==> src/sv/htw_pkg.sv <==
// Package for the hashed timing wheel: shared opcodes, result kinds, wheel size
// limit and divider request/response types. No dependencies.
`default_nettype none
package htw_pkg;
    localparam int MAX_SLOTS = 256;

    localparam logic [1:0] OP_TICK   = 2'd0;
    localparam logic [1:0] OP_ADD    = 2'd1;
    localparam logic [1:0] OP_REMOVE = 2'd2;

    localparam logic [1:0] KIND_ADD   = 2'd0;
    localparam logic [1:0] KIND_REM   = 2'd1;
    localparam logic [1:0] KIND_FIRED = 2'd2;

    localparam logic CFG_SLOTS = 1'b0;
    localparam logic CFG_RES   = 1'b1;

    typedef struct packed {
        logic        start;
        logic [39:0] dividend;
        logic [15:0] divisor;
    } div_req_t;

    typedef struct packed {
        logic        done;
        logic [39:0] quot;
        logic [15:0] rem;
    } div_rsp_t;
endpackage
`default_nettype wire

==> src/sv/hashed_timing_wheel_top.sv <==
// Top level of the hashed timing wheel: task table, sequencer, result register.
// Depends on htw_pkg and htw_div.
`default_nettype none
//  channel | ports                                   | direction
//  s_      | opcode repeating delay/repeat/target    | in, valid/ready
//  m_      | kind task_id ok last                    | out, valid/ready
//  cfg_    | wr_en index data                        | in, write only
//
// Add: one table scan plus two divider passes (delay/res, pos/slots) on the
// bit-serial divider. Remove: one table scan, one entry a cycle. Tick: per fired
// task, an oldest-first search, a look-ahead for last and, for repeating tasks,
// two divider passes; a cursor left beyond a shrunk slot count costs one more
// pass. Reset is synchronous; no clearing pass is needed. s_ready is low while
// an item is in work; a result waits in the output register while m_ready is
// low, and the sequencer waits with it.
module hashed_timing_wheel_top #(
    parameter int MAX_TASKS = 16
) (
    input  wire logic        aclk,
    input  wire logic        aresetn,
    input  wire logic        cfg_wr_en,
    input  wire logic        cfg_index,
    input  wire logic [15:0] cfg_data,
    input  wire logic        s_valid,
    output logic             s_ready,
    input  wire logic [1:0]  s_opcode,
    input  wire logic        s_repeating,
    input  wire logic [31:0] s_delay_time,
    input  wire logic [31:0] s_repeat_time,
    input  wire logic [31:0] s_target_id,
    output logic             m_valid,
    input  wire logic        m_ready,
    output logic [1:0]       m_kind,
    output logic [31:0]      m_task_id,
    output logic             m_ok,
    output logic             m_last
);
    import htw_pkg::*;

    localparam int TW = (MAX_TASKS > 1) ? $clog2(MAX_TASKS) : 1;
    localparam int SW = $clog2(MAX_SLOTS + 1);

    typedef enum logic [3:0] {
        S_IDLE, S_ADD_SCAN, S_DIV1, S_DIV2, S_REM_SCAN, S_TICK_SCAN,
        S_TICK_FIRE, S_OUT, S_RESCHED, S_ADVANCE, S_ADV_DIV
    } state_t;

    state_t state_reg;

    // config
    logic [8:0]  slot_count_reg;
    logic [15:0] tick_res_reg;

    // table
    logic [MAX_TASKS-1:0] valid_reg;
    logic [MAX_TASKS-1:0] fired_reg;
    logic [31:0] id_mem       [MAX_TASKS];
    logic [7:0]  slot_mem     [MAX_TASKS];
    logic [31:0] round_mem    [MAX_TASKS];
    logic [31:0] interval_mem [MAX_TASKS];
    logic [31:0] stamp_mem    [MAX_TASKS];

    logic [7:0]  cursor_reg;
    logic [31:0] wheel_round_reg;
    logic [31:0] next_id_reg;
    logic [31:0] next_stamp_reg;

    // working registers
    logic        rep_reg;
    logic [31:0] delay_reg;
    logic [31:0] rtime_reg;
    logic [31:0] target_reg;
    logic [TW:0] idx_reg;
    logic [TW-1:0] k_reg;
    logic        found_reg;
    logic [31:0] best_age_reg;
    logic [31:0] tick_stamp_reg;   // stamp counter at tick start, ages are frozen
    logic        any_fired_reg;
    logic        is_add_reg;
    logic        cont_reg;

    div_req_t div_req;
    div_rsp_t div_rsp;

    htw_div u_div (.aclk(aclk), .aresetn(aresetn), .req(div_req), .rsp(div_rsp));

    // effective configuration
    logic [SW-1:0] eff_slots;
    logic [15:0]   eff_res;
    always_comb begin
        if (slot_count_reg == 9'd0) eff_slots = SW'(1);
        else if (32'(slot_count_reg) > 32'(MAX_SLOTS)) eff_slots = SW'(MAX_SLOTS);
        else eff_slots = SW'(slot_count_reg);
        eff_res = (tick_res_reg == 16'd0) ? 16'd1 : tick_res_reg;
    end

    logic [TW-1:0] idx;
    assign idx = idx_reg[TW-1:0];
    logic scan_end;
    assign scan_end = (idx_reg == (TW+1)'(MAX_TASKS));

    logic due;
    assign due = valid_reg[idx] && !fired_reg[idx] && slot_mem[idx] == cursor_reg
                 && round_mem[idx] == wheel_round_reg;
    logic [31:0] age;
    assign age = tick_stamp_reg - stamp_mem[idx];

    logic [31:0] d_clamp;
    logic [31:0] r_clamp;
    assign d_clamp = (s_delay_time < 32'(eff_res)) ? 32'(eff_res) : s_delay_time;
    assign r_clamp = (s_repeat_time < 32'(eff_res)) ? 32'(eff_res) : s_repeat_time;

    assign s_ready = (state_reg == S_IDLE) && !m_valid;

    always_ff @(posedge aclk) begin
        if (!aresetn) begin
            state_reg       <= S_IDLE;
            slot_count_reg  <= 9'd64;
            tick_res_reg    <= 16'd1;
            valid_reg       <= '0;
            fired_reg       <= '0;
            cursor_reg      <= '0;
            wheel_round_reg <= '0;
            next_id_reg     <= 32'd1;
            next_stamp_reg  <= '0;
            m_valid         <= 1'b0;
            div_req.start   <= 1'b0;
        end else begin
            div_req.start <= 1'b0;
            if (cfg_wr_en) begin
                if (cfg_index == CFG_SLOTS) slot_count_reg <= cfg_data[8:0];
                else tick_res_reg <= cfg_data;
            end
            if (m_valid && m_ready) m_valid <= 1'b0;
            unique case (state_reg)
                S_IDLE: begin
                    if (s_valid && s_ready) begin
                        rep_reg    <= s_repeating;
                        delay_reg  <= d_clamp;
                        rtime_reg  <= r_clamp;
                        target_reg <= s_target_id;
                        idx_reg    <= '0;
                        found_reg  <= 1'b0;
                        if (s_opcode == OP_ADD) state_reg <= S_ADD_SCAN;
                        else if (s_opcode == OP_REMOVE) state_reg <= S_REM_SCAN;
                        else if (s_opcode == OP_TICK) begin
                            fired_reg      <= '0;
                            any_fired_reg  <= 1'b0;
                            tick_stamp_reg <= next_stamp_reg;
                            state_reg      <= S_TICK_SCAN;
                        end
                    end
                end
                S_ADD_SCAN: begin
                    if (scan_end) begin
                        m_valid   <= 1'b1;
                        m_kind    <= KIND_ADD;
                        m_task_id <= 32'd0;
                        m_ok      <= 1'b0;
                        m_last    <= 1'b1;
                        state_reg <= S_OUT;
                        cont_reg  <= 1'b0;
                    end else if (!valid_reg[idx]) begin
                        k_reg              <= idx;
                        valid_reg[idx]     <= 1'b1;
                        id_mem[idx]        <= next_id_reg;
                        interval_mem[idx]  <= rep_reg ? rtime_reg : 32'd0;
                        is_add_reg         <= 1'b1;
                        div_req.start      <= 1'b1;
                        div_req.dividend   <= 40'(delay_reg);
                        div_req.divisor    <= eff_res;
                        state_reg          <= S_DIV1;
                    end else idx_reg <= idx_reg + (TW+1)'(1);
                end
                S_DIV1: begin
                    if (div_rsp.done) begin
                        div_req.start    <= 1'b1;
                        div_req.dividend <= div_rsp.quot + 40'(cursor_reg);
                        div_req.divisor  <= 16'(eff_slots);
                        state_reg        <= S_DIV2;
                    end
                end
                S_DIV2: begin
                    if (div_rsp.done) begin
                        slot_mem[k_reg]  <= div_rsp.rem[7:0];
                        round_mem[k_reg] <= wheel_round_reg + div_rsp.quot[31:0];
                        stamp_mem[k_reg] <= next_stamp_reg;
                        next_stamp_reg   <= next_stamp_reg + 32'd1;
                        if (is_add_reg) begin
                            m_valid     <= 1'b1;
                            m_kind      <= KIND_ADD;
                            m_task_id   <= next_id_reg;
                            m_ok        <= 1'b1;
                            m_last      <= 1'b1;
                            next_id_reg <= next_id_reg + 32'd1;
                            cont_reg    <= 1'b0;
                            state_reg   <= S_OUT;
                        end else begin
                            idx_reg   <= '0;
                            found_reg <= 1'b0;
                            state_reg <= S_TICK_SCAN;
                        end
                    end
                end
                S_REM_SCAN: begin
                    if (scan_end || (valid_reg[idx] && id_mem[idx] == target_reg)) begin
                        if (!scan_end) valid_reg[idx] <= 1'b0;
                        m_valid   <= 1'b1;
                        m_kind    <= KIND_REM;
                        m_task_id <= target_reg;
                        m_ok      <= !scan_end;
                        m_last    <= 1'b1;
                        cont_reg  <= 1'b0;
                        state_reg <= S_OUT;
                    end else idx_reg <= idx_reg + (TW+1)'(1);
                end
                // Oldest due entry not yet fired this tick. Due set is frozen
                // by fired_reg; rescheduled entries never match the old round
                // and slot simultaneously unless placed into the same slot,
                // so they are also marked fired.
                S_TICK_SCAN: begin
                    if (scan_end) begin
                        if (found_reg) state_reg <= S_TICK_FIRE;
                        else if (any_fired_reg) state_reg <= S_ADVANCE;
                        else state_reg <= S_ADVANCE;
                    end else begin
                        if (due && (!found_reg || age > best_age_reg)) begin
                            found_reg    <= 1'b1;
                            best_age_reg <= age;
                            k_reg        <= idx;
                        end
                        idx_reg <= idx_reg + (TW+1)'(1);
                    end
                end
                S_TICK_FIRE: begin
                    // payload staged here, offered once last is known
                    fired_reg[k_reg] <= 1'b1;
                    any_fired_reg    <= 1'b1;
                    m_kind           <= KIND_FIRED;
                    m_task_id        <= id_mem[k_reg];
                    m_ok             <= 1'b1;
                    m_last           <= 1'b0;
                    idx_reg          <= '0;
                    found_reg        <= 1'b0;
                    cont_reg         <= 1'b1;
                    state_reg        <= S_OUT;
                end
                S_OUT: begin
                    // fired results: look ahead for another due entry, then
                    // settle last and offer the transaction
                    if (!cont_reg) begin
                        if (!m_valid || m_ready) state_reg <= S_IDLE;
                    end else if (!scan_end) begin
                        if (due && !(idx == k_reg)) found_reg <= 1'b1;
                        idx_reg <= idx_reg + (TW+1)'(1);
                    end else begin
                        if (!found_reg) m_last <= 1'b1;
                        m_valid   <= 1'b1;
                        state_reg <= S_RESCHED;
                    end
                end
                S_RESCHED: begin
                    if (!m_valid || m_ready) begin
                        if (interval_mem[k_reg] != 32'd0) begin
                            is_add_reg       <= 1'b0;
                            div_req.start    <= 1'b1;
                            div_req.dividend <= 40'(interval_mem[k_reg]);
                            div_req.divisor  <= eff_res;
                            state_reg        <= S_DIV1;
                        end else begin
                            valid_reg[k_reg] <= 1'b0;
                            idx_reg          <= '0;
                            found_reg        <= 1'b0;
                            state_reg        <= S_TICK_SCAN;
                        end
                    end
                end
                S_ADVANCE: begin
                    if (!m_valid || m_ready) begin
                        if (32'(cursor_reg) == 32'(eff_slots) - 32'd1)
                            wheel_round_reg <= wheel_round_reg + 32'd1;
                        if (32'(cursor_reg) + 32'd1 < 32'(eff_slots)) begin
                            cursor_reg <= cursor_reg + 8'd1;
                            state_reg  <= S_IDLE;
                        end else if (32'(cursor_reg) + 32'd1 == 32'(eff_slots)) begin
                            cursor_reg <= '0;
                            state_reg  <= S_IDLE;
                        end else begin
                            // cursor beyond a shrunk slot count: wrap by remainder
                            div_req.start    <= 1'b1;
                            div_req.dividend <= 40'(cursor_reg) + 40'd1;
                            div_req.divisor  <= 16'(eff_slots);
                            state_reg        <= S_ADV_DIV;
                        end
                    end
                end
                S_ADV_DIV: begin
                    if (div_rsp.done) begin
                        cursor_reg <= div_rsp.rem[7:0];
                        state_reg  <= S_IDLE;
                    end
                end
                default: state_reg <= S_IDLE;
            endcase
        end
    end
endmodule
`default_nettype wire

==> src/sv/htw_div.sv <==
// Radix-2 restoring divider, one quotient bit per cycle.
// Depends on htw_pkg.
`default_nettype none
module htw_div (
    input  wire logic              aclk,
    input  wire logic              aresetn,
    input  wire htw_pkg::div_req_t req,
    output htw_pkg::div_rsp_t      rsp
);
    import htw_pkg::*;

    logic [39:0] q_reg;
    logic [16:0] r_reg;
    logic [15:0] d_reg;
    logic [5:0]  cnt_reg;
    logic        busy_reg;
    logic        done_reg;
    logic [16:0] r_sh;
    logic [16:0] r_sub;

    assign r_sh  = {r_reg[15:0], q_reg[39]};
    assign r_sub = r_sh - {1'b0, d_reg};

    always_ff @(posedge aclk) begin
        if (!aresetn) begin
            busy_reg <= 1'b0;
            done_reg <= 1'b0;
            cnt_reg  <= '0;
        end else begin
            done_reg <= 1'b0;
            if (req.start) begin
                busy_reg <= 1'b1;
                q_reg    <= req.dividend;
                r_reg    <= '0;
                d_reg    <= req.divisor;
                cnt_reg  <= 6'd40;
            end else if (busy_reg) begin
                if (!r_sub[16]) begin
                    r_reg <= r_sub;
                    q_reg <= {q_reg[38:0], 1'b1};
                end else begin
                    r_reg <= r_sh;
                    q_reg <= {q_reg[38:0], 1'b0};
                end
                cnt_reg <= cnt_reg - 6'd1;
                if (cnt_reg == 6'd1) begin
                    busy_reg <= 1'b0;
                    done_reg <= 1'b1;
                end
            end
        end
    end

    assign rsp.done = done_reg;
    assign rsp.quot = q_reg;
    assign rsp.rem  = r_reg[15:0];
endmodule
`default_nettype wire

==> config.mk <==
export PLATFORM = sky130hd
export DESIGN_NAME = hashed_timing_wheel_top
export DESIGN_NICKNAME = d
export VERILOG_FILES = /design/src/sv/htw_pkg.sv /design/src/sv/hashed_timing_wheel_top.sv /design/src/sv/htw_div.sv
export SDC_FILE = /design/constraint.sdc
export NUM_CORES = 2
export LEC_CHECK = 0
export ABC_AREA = 1
export BUFFER_PORTS_ARGS = -buffer_cell sky130_fd_sc_hd__buf_2
export CORE_UTILIZATION = 25
export DETAILED_ROUTE_END_ITERATION = 16
export HOLD_SLACK_MARGIN = 0.02
export PLACE_DENSITY_LB_ADDON = 0.3
export SYNTH_ARGS = -nofsm -noshare
export SYNTH_HDL_FRONTEND = slang
export SYNTH_SLANG_ARGS = --single-unit
export TNS_END_PERCENT = 1
==> constraint.sdc <==
create_clock -name aclk -period 16.12 [get_ports aclk]
set_clock_uncertainty 0.2 [all_clocks]
set_input_delay 0.806 -clock aclk [delete_from_list [all_inputs] [get_ports aclk]]
set_output_delay 0.806 -clock aclk [all_outputs]
set_load 0.005 [all_outputs]
After elaboration in Yosys (flattened, before gate mapping)
Memories as Yosys holds them, arrays and structs flattened. A register that Yosys moved wholly into a read port is not among the register bits.
Cells that the tools add are included.
{ "op_classes": {"n_addsub": 13, "magnitude_cmp": 9, "eq_ne": 55, "n_mux": 152, "n_bitwise": 12, "reduce_logical": 58} }
{ "op_table": {"columns": ["cell", "n"], "rows": [
  ["57-bit 2-to-1 mux", 8],
  ["16-bit 2-to-1 mux", 15],
  ["57-bit one-hot mux with 4 select lines", 1],
  ["32-bit 2-to-1 mux", 5],
  ["32-bit one-hot mux with 4 select lines", 1],
  ["4-bit 2-to-1 mux", 29],
  ["32-bit by 1-bit adder with 32-bit output (second input constant)", 3],
  ["40-bit 2-to-1 mux", 2],
  ["32-bit equality test", 2],
  ["32-bit by 16-bit less-than comparator with 1-bit output", 2],
  ["1-bit 2-to-1 mux", 50],
  ["5-bit 2-to-1 mux", 10],
  ["2-bit inequality test (second input constant)", 25],
  ["16-bit one-hot mux with 3 select lines", 1],
  ["4-bit one-hot mux with 11 select lines", 1],
  ["40-bit by 8-bit adder with 40-bit output", 1],
  ["5-bit one-hot mux with 8 select lines", 1],
  ["32-bit adder", 1],
  ["16-bit AND", 2],
  ["8-bit by 32-bit equality test with 1-bit output", 1],
  ["32-bit > comparator", 1],
  ["32-bit by 9-bit less-than comparator with 1-bit output", 1],
  ["8-bit 2-to-1 mux", 4],
  ["16-bit NOT", 2],
  ["other kinds (66)", 130]
]} }
{ "word_totals": {"register_bits": 512, "mem_bits_rw": 2176, "input_bits": 121, "output_inout_bits": 38, "n_memories": 5} }
{ "memory_table": {"columns": ["memory", "depth", "width", "rd", "rd_clocked_by_memory_dff", "write_ports", "line_no", "source"], "rows": [
  ["id_mem", 16, 32, 2, 2, 1, "hashed_timing_wheel_top.sv:57", "logic [31:0] id_mem [MAX_TASKS];"],
  ["interval_mem", 16, 32, 1, 1, 1, "hashed_timing_wheel_top.sv:60", "logic [31:0] interval_mem [MAX_TASKS];"],
  ["round_mem", 16, 32, 1, 1, 1, "hashed_timing_wheel_top.sv:59", "logic [31:0] round_mem [MAX_TASKS];"],
  ["stamp_mem", 16, 32, 1, 1, 1, "hashed_timing_wheel_top.sv:61", "logic [31:0] stamp_mem [MAX_TASKS];"],
  ["slot_mem", 16, 8, 1, 1, 1, "hashed_timing_wheel_top.sv:58", "logic [7:0] slot_mem [MAX_TASKS];"]
]} }

Longest topological paths before layout
{ "logic_depth": {"depth_word": 11, "depth_mapped": 40} }

Modules after synthesis
From an unflattened synthesis, not the netlist that was laid out.
{ "unflattened": {"cells_unflattened": 11889, "area_unflattened_um2": 122667.6} }
{ "modules_own_cells": {"columns": ["module", "n_inst", "cells_per_inst", "area_each_um2"], "rows": [
  ["hashed_timing_wheel_top", 1, 11344, 118164.6],
  ["htw_div", 1, 545, 4503.1]
]} }

Worst setup path after synthesis
OpenSTA, ideal clock, no wires.
{ "synth_timing": {"path_type": "register -> register", "from": "reg (tool-made name)", "to": "reg best_age_reg[0], enable pin", "setup_ns": 0.461, "arrival_time_ns": 7.604, "required_time_ns": 15.459, "setup_slack_ns": 7.855, "stages_incl_launch_ff": 37, "path_buffers": 8, "synth_period_minus_slack_ns": 8.265, "cell_sequence": "dfxtp_1 > buf_4 > buf_2 > buf_2 > buf_2 > buf_2 > buf_2 > buf_2 > clkbuf_1 > nor2_1 > o22ai_1 > o211ai_1 > nand2_1 > ha_1 > fa_1 > nand3b_1 > nand2_1 > a21oi_1 > o21ai_0 > a21boi_0 > o21ai_0 > a21boi_0 > o21ai_0 > nand2_1 > nand2_1 > xor2_1 > ha_1 > nand2_1 > nor2_1 > nand2_1 > nor4_1 > nand2_1 > nand3_1 > nand2_1 > nand2_1 > nand3_1 > nor3_1"} }
{ "synth_lines": {"columns": ["item", "line_no", "source"], "rows": [
  ["end signal, assigned", "hashed_timing_wheel_top.sv:229", "best_age_reg <= age;"],
  ["end, declared", "hashed_timing_wheel_top.sv:76", "logic [31:0] best_age_reg;"]
]} }

==> out/results.tsv <==
stage	metric	value	unit
status	status	complete, no violations	
clocking	cts_buffer_depth	4	
hold_path	hp-start	s_repeat_time[9]	
clocking	cts_buffers	304	
timing	finalSetupViolCount	0	
timing	rsz0062_at_grt	false	
placement	gp_congestion	0.839	
routing	drtIter0Drc	8591	
timing	max_slew_margin	20.0	%
synth	synth_area_per_cell	10.7	um2
floorplan	die_h	697	um
worst_setup_path	critPathMostFrequentCell	nand2_1	
timing	setup_ws	7.14	ns
routing	routed-wl-met2	181000	um
worst_setup_path	r2r_cells	30	
power	vdd_drop_max	0.000135	V
final_layout	final_cell_mix	2,513 x edfxtp_1, 1,845 x nor2_1, 1,445 x o21ai_0	
hold_path	whs_endpoint	rtime_reg[9]	
final_layout	drive_gt1_share	7.47	%
timing	tightestPinTransition	1.19	ns
synth	synth_nets	11561	
timing	setup_tns	0	ns
final_layout	nets	11643	
routing	dr.pass1.iters	6	
timing	hold_viol	0	
grt	grt_start_max_net_pins	250	
worst_setup_path	cp.required	16.47	ns
routing	vias	86630	
synth	synth_area	121000	um2
routing	top_layer	met4	
grt	overflow	0	
floorplan	start_util	25.2	%
synth	yosysTopAreaCell	edfxtp_1	
clocking	clk_pin_slew	0.06	ns
floorplan	die_w	697	um
hold_path	min_path_cells	3	
synth	ys.warnings.count	0	
routing	routed_via_density	4.82	
routing	drc	0	
floorplan	row_count	254	
clocking	cts_max_level	5	
routing	wl_per_cell	21.8	um
placement	dpl_cell_area	128000	um2
worst_setup_path	worstSetupEndpointType	flop	
synth	ys_seq_area_share	65.5	%
placement	post-dp-hpwl	219000	um
routing	met1_length	176000	um
final_layout	fin_area	139000	um2
synth	ys.flop_type	edfxtp_1	
grt	grt_pass1_vias	82735	
placement	dp.cells	17331	
worst_setup_path	cp_data_arrival_time	9.33	ns
synth	synth_edf_count	2513	
synth	yosys-top-cells-area	edfxtp_1 62%, o21ai_0 6.0%, nor2_1 5.7%	
floorplan	ioPinCount	159	
clocking	cts_tree	built	
clocking	cts_root_buf	clkbuf_16	
clocking	insertion_delay	0.93	ns
placement	portBuffers	158	
worst_setup_path	start_kind	flop	
final_layout	final_common_cell	edfxtp_1	
timing	max_freq	111	MHz
grt	grt_pass1_wl	569000	um
worst_setup_path	reg2reg_setup_slack	7.14	ns
floorplan	core_area	480000	um2
synth	synth_cells	11265	
grt	grtUsageTotal	15.4	%
worst_setup_path	critPathKind	flop to flop	
worst_setup_path	cp_max_fo	138	
run	drv_cap	0	
synth	ys_seq_elements	2696	
routing	ant_nets	0	
final_layout	n_fill_cell	49448	
timing	drv_slew	0	
routing	wirelength	391000	um
final_layout	area_growth_syn_to_layout	15.2	%
clocking	clock_sinks	2696	
synth	yosysTopAreaCellShare	62.4	%
worst_setup_path	rr_endpoint	best_age_reg[30]	
final_layout	final_cells	17991	
worst_setup_path	cpPeakStageDelay	0.84	ns
grt	antenna_found_initial	8	
worst_setup_path	crit_path_top_delay_cell	buf_4	
timing	period_share	55.7	%
power	powerDensity	161	nW/um2
timing	fin_crit	8.98	ns
placement	place_ws	7.45	ns
floorplan	dieArea	486000	um2
routing	routed-wl-met3	23500	um
hold_path	hold_path.class	input pin to flop	
synth	ys_async_sr_fraction	0	%
synth	ys_types	60	
power	p_leak	47.6	nW
[stage by stage]
stage               utilization (%)  hold WS, ns  power [mW]
global route                   29.0       0.0619        23.6
detailed placement             26.8        0.205        15.7
finish                         29.0       0.0759        22.4
CTS                            29.0       0.0296        22.6
floorplan                         -        0.200        13.3
global placement               26.8        0.203        15.6
[metal layers]
metal	vias to the layer above	track usage, %
li1	40330	-
met1	42939	21.3
met2	2799	25.1
met3	562	2.12
met4	0	4.44
met5	-	0
[where the power goes]
| group | switching (mW) | leakage [nW] | total [mW] | internal (mW) |
|---|---|---|---|---|
| registers | 0.230 | 24.3 | 8.24 | 8.01 |
| clock network | 2.91 | 4.72 | 6.86 | 3.95 |
| logic | 5.22 | 18.6 | 7.31 | 2.09 |
[worst max-delay path: cells and delay by family (launching register included)]
family | cells | cell delay (ns)
and+or+nand+nor | 16 | 2.22
buffers and inverters | 5 | 2.19
AOI/OAI and AO/OA | 7 | 2.18
adders and majority gates | 2 | 0.64
DFF | 1 | 0.44
[timing repair]
action | in CTS | in global routing
hold endpoints to repair | 117 | 0
setup buffers | 0 | 0
hold buffers | 110 | 0
resized for setup | 0 | 0
[worst max path at each step]
stage / from / to / slack, ns / cells past startpoint
2_1_floorplan: flop / best_age_reg[0] / 7.86 / 36
5_1_grt: flop / best_age_reg[28] / 6.51 / 30
6_report: flop / best_age_reg[30] / 7.14 / 30
4_1_cts: flop / best_age_reg[3] / 7.43 / 30
3_5_place_dp: flop / best_age_reg[27] / 7.45 / 30
3_3_place_gp: flop / best_age_reg[27] / 7.49 / 30
[cells in the mapped netlist, drive strengths merged (4+ instances only)]
cell	n
a211oi	21
a21boi	14
a21o	7
a21oi	425
a221oi	10
a31oi	20
buf	284
clkbuf	388
dfxtp	183
edfxtp	2513
fa	4
ha	171
inv	786
nand2	1320
nand3	687
nand3b	8
nand4	55
nor2	1862
nor3	143
nor3b	8
nor4	32
o2111ai	8
o211ai	383
o21a	9
o21ai	1518
o221ai	203
o22ai	45
o31ai	4
or2	5
xnor2	36
xor2	87
[cell families (layout without fill, tap and decap cells)]
group           after synthesis  after routing  synth area share, %
compound gates             2683           2683                 12.8
fa+ha+maj                   175            175                 1.84
flops                      2696           2696                 65.5
xor+xnor                    123            123                0.891
simple gates               4127           4127                 14.1
other cells                   0              5                    0
buf+inv                    1461           1782                 4.91
[layout make-up]
type | instances | area (um2) | area share [%]
diodes | 5 | 12.5 | 0.00899
clock buffers | 385 | 8130 | 5.84
clock inverters | 160 | 1550 | 1.11
inverters | 789 | 3020 | 2.17
multi-input cells | 7108 | 36000 | 25.9
flip-flops and latches | 2696 | 79200 | 56.8
well taps | 6400 | 8010 | 5.75
repair buffers | 448 | 3350 | 2.40
Note: power is estimated with default switching activity, not from simulation.
